### config.mk
export PLATFORM = sky130hd
export DESIGN_NAME = adjacent_region_similarity_merger
export DESIGN_NICKNAME = d
export VERILOG_FILES = /design/src/hw/rtl/arsm_pkg.sv /design/src/hw/rtl/adjacent_region_similarity_merger.sv /design/src/hw/rtl/arsm_outq.sv /design/src/hw/rtl/arsm_datapath.sv /design/src/hw/rtl/arsm_ctrl.sv
export VERILOG_INCLUDE_DIRS = /design/src /design/src/hw/rtl
export SDC_FILE = /design/constraint.sdc
export NUM_CORES = 2
export LEC_CHECK = 0
export BUFFER_PORTS_ARGS = -buffer_cell sky130_fd_sc_hd__buf_2
export CELL_PAD_IN_SITES_DETAIL_PLACEMENT = 1
export CELL_PAD_IN_SITES_GLOBAL_PLACEMENT = 1
export CORE_UTILIZATION = 50
export CTS_CLUSTER_SIZE = 30
export DETAILED_ROUTE_END_ITERATION = 10
export PLACE_DENSITY_LB_ADDON = 0.1
export SLEW_MARGIN = 20
export SYNTH_ARGS = -nofsm -noshare
export SYNTH_HDL_FRONTEND = slang
export SYNTH_HIERARCHICAL = 1
export SYNTH_SLANG_ARGS = --single-unit
### constraint.sdc
create_clock -name clk -period 20.1 [get_ports clk]
set_clock_uncertainty 0.05 [all_clocks]
set_input_delay 3.015 -clock clk [delete_from_list [all_inputs] [get_ports clk]]
set_output_delay 3.015 -clock clk [all_outputs]
set_load 0.03 [all_outputs]
### src/hw/rtl/assert_macros.svh
// Assertion macros shared by the merger RTL; expects clk and rst in scope.
`ifndef ASSERT_MACROS_SVH
`define ASSERT_MACROS_SVH

// Condition holds at every clock edge outside reset.
`define ASSERT_ALWAYS(label, cond, msg) \
  label: assert property (@(posedge clk) disable iff (rst) (cond)) else $error(msg);

// Consequent holds in the same cycle as the antecedent.
`define ASSERT_IMPLY(label, ante, cons, msg) \
  label: assert property (@(posedge clk) disable iff (rst) (ante) |-> (cons)) \
    else $error(msg);

// Consequent holds in the cycle after the antecedent.
`define ASSERT_NEXT(label, ante, cons, msg) \
  label: assert property (@(posedge clk) disable iff (rst) (ante) |=> (cons)) \
    else $error(msg);

`endif

### src/hw/rtl/arsm_pkg.sv
// Types and constants for the adjacent region similarity merger.
package arsm_pkg;

  localparam int ADDR_BITS  = 48;
  localparam int COUNT_BITS = 16;
  localparam int THR_BITS   = 16;

  localparam logic [THR_BITS-1:0] THR_RESET = THR_BITS'(100);

  // Deviation is scaled by two times per-mille
  localparam int PERMILLE       = 1000;
  localparam int DEV_SCALE      = 2 * PERMILLE;
  localparam int DEV_SCALE_BITS = $clog2(DEV_SCALE + 1);
  localparam int DEV_PROD_BITS  = COUNT_BITS + DEV_SCALE_BITS;
  localparam int LIM_PROD_BITS  = THR_BITS + 1 + COUNT_BITS;

  typedef struct packed {
    logic [ADDR_BITS-1:0]  in_start;
    logic [ADDR_BITS-1:0]  in_end;
    logic [COUNT_BITS-1:0] in_count;
    logic                  in_last;
  } in_item_t;

  typedef struct packed {
    logic [ADDR_BITS-1:0]  out_start;
    logic [ADDR_BITS-1:0]  out_end;
    logic [COUNT_BITS-1:0] out_count;
    logic                  out_last;
  } out_item_t;

  // Controller to datapath
  typedef struct packed {
    logic capture;
    logic commit;
  } dp_cmd_t;

  // Datapath to controller
  typedef struct packed {
    logic room_ok;
  } dp_status_t;

endpackage

### src/hw/rtl/adjacent_region_similarity_merger.sv
// Adjacent region similarity merger: takes address-ordered regions one item
// at a time and merges contiguous ones with similar access counts. For each
// item, in the accept cycle the average count, the scaled deviation and the
// threshold limit are computed and registered (one multiplier each for the
// deviation and the limit); in the decide state the comparison is made, the
// pending region is updated and up to two results are written to a two-entry
// output queue. The decide state repeats while the queue lacks room for the
// item's results, and no new item is accepted until the current one commits.
// The threshold (per-mille, reset 100) is to be written through cfg_wr_en and
// cfg_wr_data only while the block is idle; the block does not enforce this.
module adjacent_region_similarity_merger (
  input  logic                          clk,
  input  logic                          rst,
  input  logic                          cfg_wr_en,
  input  logic [arsm_pkg::THR_BITS-1:0] cfg_wr_data,
  input  logic                          in_valid,
  output logic                          in_ready,
  input  arsm_pkg::in_item_t            in_item,
  output logic                          out_valid,
  input  logic                          out_ready,
  output arsm_pkg::out_item_t           out_item
);
  import arsm_pkg::*;

  dp_cmd_t    cmd;
  dp_status_t status;

  arsm_ctrl u_ctrl (
    .clk     (clk),
    .rst     (rst),
    .in_valid(in_valid),
    .in_ready(in_ready),
    .cmd     (cmd),
    .status  (status)
  );

  arsm_datapath u_datapath (
    .clk        (clk),
    .rst        (rst),
    .cfg_wr_en  (cfg_wr_en),
    .cfg_wr_data(cfg_wr_data),
    .in_item    (in_item),
    .cmd        (cmd),
    .status     (status),
    .out_valid  (out_valid),
    .out_ready  (out_ready),
    .out_item   (out_item)
  );

endmodule

### src/hw/rtl/arsm_outq.sv
// Two-entry result queue that takes up to two items per cycle.
`include "assert_macros.svh"

module arsm_outq (
  input  logic               clk,
  input  logic               rst,
  input  logic [1:0]         push_n,
  input  arsm_pkg::out_item_t push0,
  input  arsm_pkg::out_item_t push1,
  output logic [1:0]         q_cnt,
  output logic               out_valid,
  input  logic               out_ready,
  output arsm_pkg::out_item_t out_item
);
  import arsm_pkg::*;

  out_item_t  q [2];
  logic       wr_ptr;
  logic       rd_ptr;
  logic [1:0] cnt;
  logic       pop;

  assign pop       = out_valid && out_ready;
  assign out_valid = (cnt != 2'd0);
  assign out_item  = q[rd_ptr];
  assign q_cnt     = cnt;

  // Pointers and fill count
  always_ff @(posedge clk) begin
    if (rst) begin
      wr_ptr <= 1'b0;
      rd_ptr <= 1'b0;
      cnt    <= 2'd0;
    end else begin
      wr_ptr <= wr_ptr ^ push_n[0];
      rd_ptr <= rd_ptr ^ pop;
      cnt    <= cnt + push_n - {1'b0, pop};
    end
  end

  // Entry storage
  always_ff @(posedge clk) begin
    if (push_n != 2'd0) begin
      q[wr_ptr] <= push0;
    end
    if (push_n == 2'd2) begin
      q[~wr_ptr] <= push1;
    end
  end

  `ASSERT_ALWAYS(a_no_overflow, ({1'b0, cnt} + {1'b0, push_n}) <= 3'd2,
                 "result queue overflow")
  `ASSERT_NEXT(a_push_shows, (cnt == 2'd0) && (push_n != 2'd0), out_valid,
               "pushed item not presented")

endmodule

### src/hw/rtl/arsm_datapath.sv
// Datapath: threshold, pending region, similarity test and result queue.
module arsm_datapath (
  input  logic                        clk,
  input  logic                        rst,
  input  logic                        cfg_wr_en,
  input  logic [arsm_pkg::THR_BITS-1:0] cfg_wr_data,
  input  arsm_pkg::in_item_t          in_item,
  input  arsm_pkg::dp_cmd_t           cmd,
  output arsm_pkg::dp_status_t        status,
  output logic                        out_valid,
  input  logic                        out_ready,
  output arsm_pkg::out_item_t         out_item
);
  import arsm_pkg::*;

  logic [THR_BITS-1:0]   thr;

  // Pending region
  logic                  pend_valid;
  logic [ADDR_BITS-1:0]  pend_start;
  logic [ADDR_BITS-1:0]  pend_end;
  logic [COUNT_BITS-1:0] pend_count;

  // Captured item and results registered at capture
  in_item_t                 itm;
  logic                     contig;
  logic [COUNT_BITS-1:0]    avg;
  logic                     avg_zero;
  logic [DEV_PROD_BITS-1:0] prod_dev;
  logic [LIM_PROD_BITS-1:0] prod_lim;

  logic [COUNT_BITS:0]      sum_c;
  logic [COUNT_BITS-1:0]    avg_c;
  logic [COUNT_BITS-1:0]    dev_c;
  logic [THR_BITS:0]        thr_p1;

  logic                     similar;
  logic                     merge;
  logic [1:0]               need;
  logic [1:0]               push_n;
  logic [1:0]               q_cnt;
  out_item_t                push0;
  out_item_t                push1;
  out_item_t                flush_item;

  // Threshold register
  always_ff @(posedge clk) begin
    if (rst) begin
      thr <= THR_RESET;
    end else if (cfg_wr_en) begin
      thr <= cfg_wr_data;
    end
  end

  // Average and deviation against the pending count
  always_comb begin
    sum_c  = {1'b0, pend_count} + {1'b0, in_item.in_count};
    avg_c  = sum_c[COUNT_BITS:1];
    dev_c  = (in_item.in_count > avg_c) ? (in_item.in_count - avg_c)
                                         : (avg_c - in_item.in_count);
    thr_p1 = {1'b0, thr} + {{THR_BITS{1'b0}}, 1'b1};
  end

  // Capture: floor(dev*2000/avg) <= thr  <=>  dev*2000 < (thr+1)*avg
  always_ff @(posedge clk) begin
    if (cmd.capture) begin
      itm      <= in_item;
      contig   <= pend_valid && (pend_end == in_item.in_start);
      avg      <= avg_c;
      avg_zero <= (avg_c == '0);
      prod_dev <= DEV_PROD_BITS'(dev_c) * DEV_PROD_BITS'(DEV_SCALE);
      prod_lim <= LIM_PROD_BITS'(thr_p1) * LIM_PROD_BITS'(avg_c);
    end
  end

  // Decision and the results it emits
  always_comb begin
    similar = avg_zero || (LIM_PROD_BITS'(prod_dev) < prod_lim);
    merge   = contig && similar;

    flush_item.out_start = merge ? pend_start : itm.in_start;
    flush_item.out_end   = itm.in_end;
    flush_item.out_count = merge ? avg : itm.in_count;
    flush_item.out_last  = 1'b1;

    push1 = flush_item;
    if (merge || !pend_valid) begin
      push0 = flush_item;
      need  = {1'b0, itm.in_last};
    end else begin
      push0.out_start = pend_start;
      push0.out_end   = pend_end;
      push0.out_count = pend_count;
      push0.out_last  = 1'b0;
      need            = {1'b0, itm.in_last} + 2'd1;
    end

    status.room_ok = ({1'b0, need} + {1'b0, q_cnt}) <= 3'd2;
    push_n         = cmd.commit ? need : 2'd0;
  end

  // Pending region update
  always_ff @(posedge clk) begin
    if (rst) begin
      pend_valid <= 1'b0;
    end else if (cmd.commit) begin
      pend_valid <= !itm.in_last;
    end
  end

  always_ff @(posedge clk) begin
    if (cmd.commit) begin
      if (merge) begin
        pend_end   <= itm.in_end;
        pend_count <= avg;
      end else begin
        pend_start <= itm.in_start;
        pend_end   <= itm.in_end;
        pend_count <= itm.in_count;
      end
    end
  end

  arsm_outq u_outq (
    .clk      (clk),
    .rst      (rst),
    .push_n   (push_n),
    .push0    (push0),
    .push1    (push1),
    .q_cnt    (q_cnt),
    .out_valid(out_valid),
    .out_ready(out_ready),
    .out_item (out_item)
  );

endmodule

### src/hw/rtl/arsm_ctrl.sv
// Controller: accepts an item, then commits its decision when the queue has room.
`include "assert_macros.svh"

module arsm_ctrl (
  input  logic                 clk,
  input  logic                 rst,
  input  logic                 in_valid,
  output logic                 in_ready,
  output arsm_pkg::dp_cmd_t    cmd,
  input  arsm_pkg::dp_status_t status
);
  import arsm_pkg::*;

  typedef enum logic {
    S_IDLE,
    S_DECIDE
  } state_t;

  state_t state;

  assign in_ready    = (state == S_IDLE);
  assign cmd.capture = in_valid && in_ready;
  assign cmd.commit  = (state == S_DECIDE) && status.room_ok;

  // State register
  always_ff @(posedge clk) begin
    if (rst) begin
      state <= S_IDLE;
    end else begin
      case (state)
        S_IDLE: begin
          if (cmd.capture) begin
            state <= S_DECIDE;
          end
        end
        S_DECIDE: begin
          if (status.room_ok) begin
            state <= S_IDLE;
          end
        end
        default: begin
          state <= S_IDLE;
        end
      endcase
    end
  end

  `ASSERT_NEXT(a_capture_decides, cmd.capture, !in_ready && !cmd.capture,
               "item accepted while another is being decided")
  `ASSERT_NEXT(a_commit_frees, cmd.commit, in_ready,
               "not ready after commit")

endmodule
* After elaboration in Yosys (flattened, before gate mapping)
Memories as Yosys holds them, arrays and structs flattened. A register that Yosys moved wholly into a read port is not among the register bits. Index checks and enable logic that the tools add are counted.
Operators by class: reduce and logical (&&, ||, !) cells 12, magnitude comparators 3, add/sub/neg operators 8, multiply operators 2, mux-type cells 14, bitwise operators 4, eq/ne operators 2
Operators by type and width (number):
- $mux W113 | 1
- $eq A48 B48 Y1 | 1
- $mux W48 | 1
- $lt A27 B33 Y1 | 1
- $mul A17 B16 Y33 | 1
- $mux W16 | 2
- $sub A16 B16 Y16 | 2
- $mul A16 B7 Y23 const B | 1
- $add A16 B1 Y17 const B | 1
- $add A16 B16 Y17 | 1
- $gt A16 B16 Y1 | 1
- $logic_not A16 Y1 | 1
- $mux W1 | 7
- $logic_and A1 B1 Y1 | 5
- $mux W2 | 2
- $reduce_bool A2 Y1 | 2
- $add A2 B2 Y3 | 1
- $le A3 B2 Y1 const B | 1
- $add A1 B1 Y2 const B | 1
- $add A2 B2 Y2 | 1
- $eq A2 B2 Y1 const B | 1
- $logic_not A1 Y1 | 2
- $logic_or A1 B1 Y1 | 2
- $not A1 Y1 | 2
- 3 further kinds | 4
Storage, ports and cells: word-level logic and storage cells 64, bits in registers 321, memories 1, input bits 134, output and inout bits 115, memory bits (writable) 226
Memory list:
- u_datapath.u_outq.q | words 2, width 113, read ports 1, clocked after memory_dff 1, write ports 2, RTL line arsm_outq.sv:17 | out_item_t q [2];

* Longest topological paths before layout
word-level depth 12, mapped depth 36, mapped depth without buffers 34

* Hierarchy
The synthesis kept the hierarchy.
Modules (own cells, without submodules):
- arsm_datapath | area an instance 27174.8 um2, sequential area each 9318.9 um2, cells an instance 2458, instances 1
- arsm_outq | area an instance 11106.9 um2, sequential area each 6866.6 um2, cells an instance 627, instances 1
- arsm_ctrl | area an instance 52.6 um2, sequential area each 20.0 um2, cells an instance 6, instances 1

* Worst setup path after synthesis
Ideal clock, no wire load.
path kind input -> register, from input port in_valid, to register u_ctrl.state, stages 2, buffers on the path 0, arrival 12.004 ns, path slack 7.949 ns, required time 19.954 ns, library setup time 0.096 ns, cells stage by stage nor2b_1 > o21ba_2
On the way: cells in the longest elaborated chain, start to end 3
Ends and longest elaborated chain:
- start: declaration | RTL line adjacent_region_similarity_merger.sv:16 | input logic in_valid,
- $logic_and A1 B1 Y1 | RTL line arsm_ctrl.sv:22 | assign cmd.capture = in_valid && in_ready;
- $mux W1 | RTL line arsm_ctrl.sv:32 | if (cmd.capture) begin
- $pmux W1 S2 | RTL line arsm_ctrl.sv:30 | case (state)
- end signal: assignment | RTL line arsm_ctrl.sv:28 | state <= S_IDLE;
- end signal: assignment | RTL line arsm_ctrl.sv:33 | state <= S_DECIDE;
- end signal: assignment | RTL line arsm_ctrl.sv:38 | state <= S_IDLE;
- end: declaration | RTL line arsm_ctrl.sv:19 | state_t state;
Every way passes these cells. A chain may end at the register's enable or synchronous reset.

* Final worst setup path
from input port in_item[1] (netlist name), to register u_datapath.prod_dev[25] (data pin)
On the way: cells in the longest elaborated chain, start to end 4, elaborated cells on any way between the ends 6, those cells by class 3 x add/sub; 1 x mul; 1 x order compare; 1 x mux
Ends and longest elaborated chain:
- start: declaration | RTL line adjacent_region_similarity_merger.sv:18 | input arsm_pkg::in_item_t in_item,
- $add A16 B16 Y17 | RTL line arsm_datapath.sv:57 | sum_c = {1'b0, pend_count} + {1'b0, in_item.in_count};
- $sub A16 B16 Y16 (tied with other cells) | RTL line arsm_datapath.sv:60 | : (avg_c - in_item.in_count);
- $mux W16 (*) | RTL line arsm_datapath.sv:59 | dev_c = (in_item.in_count > avg_c) ? (in_item.in_count - avg_c)
- $mul A16 B7 Y23 (*) | RTL line arsm_datapath.sv:71 | prod_dev <= DEV_PROD_BITS'(dev_c) * DEV_PROD_BITS'(DEV_SCALE);
- end signal: assignment | RTL line arsm_datapath.sv:71
- end: declaration | RTL line arsm_datapath.sv:29 | logic [DEV_PROD_BITS-1:0] prod_dev;
Mark *: on every way between the ends. The rest lies on a longest branch, timed or not.

==> impl_metrics.ini <==
[yosys]
synth.area.mux_share = 0.155
synth_compound_area_frac = 0.0562
syn_avg_cell_area_sq_um = 12.4
ys_warn_count = 6
synth_edf_count = 525
synth_commonest_cells = 525 x edfxtp_1, 400 x inv_1, 360 x mux2_2, 259 x fa_1, 226 x ha_1
synth_area_leaders = edfxtp_1 41%, fa_1 14%, mux2_2 11%
yosys.cell_types.count = 90
yosysSeqAreaShare = 0.423
synthAdderAreaFrac = 0.210
yosysTopAreaCellShare = 0.411
syn_inst = 3091
yosys.area_share.simple = 0.0650
ys_ff_latch = 547
syn_area_sq_um = 38300
async_flop_share = 0
synth_top_family_by_area = adder cells
yosys.area.top_type = edfxtp_1
synth_xor_area_frac = 0.0344
yosysMostFrequentCell = edfxtp_1
ys.flop_type = edfxtp_1

[timing]
final_hold_viol_count = 0
layout_min_cycle_time_ps = 12130
setup_viol = 0
tightest_slew_ps = 1210
fmax_mhz = 82.4
setup_ws_ps = 7970
fin_tns_setup_ps = 0
slew_viol_final = 0
rsz0062_at_grt = false
period_share = 0.604
slew_headroom = 0.185

[drt]
viasPerCell = 5.60
vias = 24766
route.detailed.drc = 0
first_pass_iters = 5
routed_wl_um = 109000
ant_nets = 0
drt_iter0_markers = 1252
wire_per_inst_um = 24.7

[global_routing]
grt_overflow = 0
antenna_found_initial = 15
grt_pass1_vias = 27581
grt_pass1_wl_um = 167000
grt_max_degree = 132
grt_usage = 0.283

[final_layout]
fill_cells = 7710
multiInputGateArea_sq_um = 20100
nets = 3958
regArea_sq_um = 16200
layout-drive-gt1-share = 0.235
syn2layout_area_growth_pct = 11.0

[placed_design]
gp_congestion = 0.864
dp_worst_setup_slack_ps = 7310
numPortBuffers = 248
hpwl_um = 82200

[floorplanning]
die_w_um = 279
rows = 101
design.core.area_sq_um = 75900
io_pins = 249
die_area_sq_um = 77800
initial_core_util = 0.505
die_h_um = 279

[cts]
post-cts-setup-buffers = 0
htreeDepth = 2
cts.repair.resized = 0
cts_root_buf = clkbuf_16
clock_path_buffers = 3
clk_pin_slew_ps = 60
ctsHoldBuffers = 0
cts_buffers = 59
clock_sinks = 547
cts_tree = built
clk_latency_ps = 630

[setup_path]
worstSetupPathType = primary input to flip-flop
arrival_ps = 12430
cp_slowest_cell = fa_1
cp_max_fo = 17
end_kind = flip-flop
cp_slowest_stage_delay_ps = 570
cp-start-kind = primary input
critPathMostFrequentCell = fa_1
crit_required_ps = 20400

[run]
maxCapViolations = 0

[outcome]
status = completed

[worst_hold_path]
hold_path.class = flip-flop to flip-flop
==> cell families (layout without fill, tap and decap cells) <==
group / after synthesis / in the layout
xor gates and xnor gates: 148 / 148
muxes: 533 / 533
DFF: 547 / 547
other: 1 / 8
adders and majority gates: 487 / 487
AOI/OAI and AO/OA: 308 / 308
and+or+nand+nor: 549 / 549
buffers and inverters: 518 / 812
==> area by class of cell <==
class | count | area share
repair buffers | 295 | 0.0377
clock buffers | 78 | 0.0383
clock inverters | 30 | 0.00517
multi-input cells | 2027 | 0.471
inverters | 409 | 0.0361
well taps | 1030 | 0.0303
diodes | 6 | 0.000353
flip-flops and latches | 547 | 0.381
==> registers in the layout, summed over array words and instances (netlist names), 2 cells and up <==
register,flops
u_datapath/u_outq/q,226
u_datapath/itm,65
u_datapath/flush_item,48
u_datapath/pend_end,48
u_datapath/pend_start,48
u_datapath/prod_lim,33
u_datapath/prod_dev,23
u_datapath/avg,16
u_datapath/pend_count,16
u_datapath/thr,16
u_datapath/u_outq/q_cnt,2
==> worst max-delay path, delay by kind of cell <==
kind | cells | cell delay (ps)
buf+inv | 4 | 610
compound gates | 16 | 4180
xor+xnor | 2 | 570
simple gates | 1 | 170
mux | 2 | 720
fa+ha+maj | 7 | 3150
==> metal layers <==
layer,up-vias,track usage,share of wire
li1,11242,-,-
met1,12829,0.338,0.40
met2,519,0.522,0.53
met3,166,0.0312,0.035
met4,10,0.102,0.035
met5,-,0,0.00057
==> cells in the final DEF, fill, tap and decap left out, drive strengths merged, types with 6 or more instances in the layout <==
cell type    n
nand3       20
and2        33
edfxtp     525
a21oi       77
dfxtp       22
or3         11
mux2i       33
clkbuf      78
xnor2      108
nor3        23
mux2       500
xor2        40
o21a        28
fa         259
o21ai       42
nand4       19
ha         226
inv        412
nor2       157
a21o        32
diode        6
o221ai       9
nor4         7
a211oi      18
nand2b      13
clkinv      25
nor2b       21
o21bai      10
nand2      216
buf        295
and3        12
or2          6
a21boi       7
a31oi       22
==> worst paths after layout <==
| kind | from | to | slack, ps | cells after the start |
|---|---|---|---|---|
| hold reg to reg | u_datapath/itm[0] | u_datapath/pend_valid | 430 | 1 |
| hold / removal | u_datapath/itm[0] | u_datapath/pend_valid | 430 | 1 |
| setup / recovery | in_item[1] | u_datapath/prod_dev[25] | 7970 | 32 |
| setup reg to reg | u_datapath/pend_count[0] | u_datapath/prod_dev[25] | 10050 | 31 |
==> stage by stage <==
step / util / area, sq um / std cells / hold slack [ps]
final: 0.560 / 42600 / 4422 / 427
after global routing: 0.560 / 42600 / 4419 / 468
after CTS: 0.560 / 42500 / 4416 / 427
after detailed placement: 0.536 / 40700 / 4308 / 424
after global placement: 0.536 / 40700 / 4308 / 417
after floorplan: - / 38300 / 3092 / 393
Power is not shown: default switching activity piles up to over one toggle a cycle in this logic, so the estimate is an artifact.
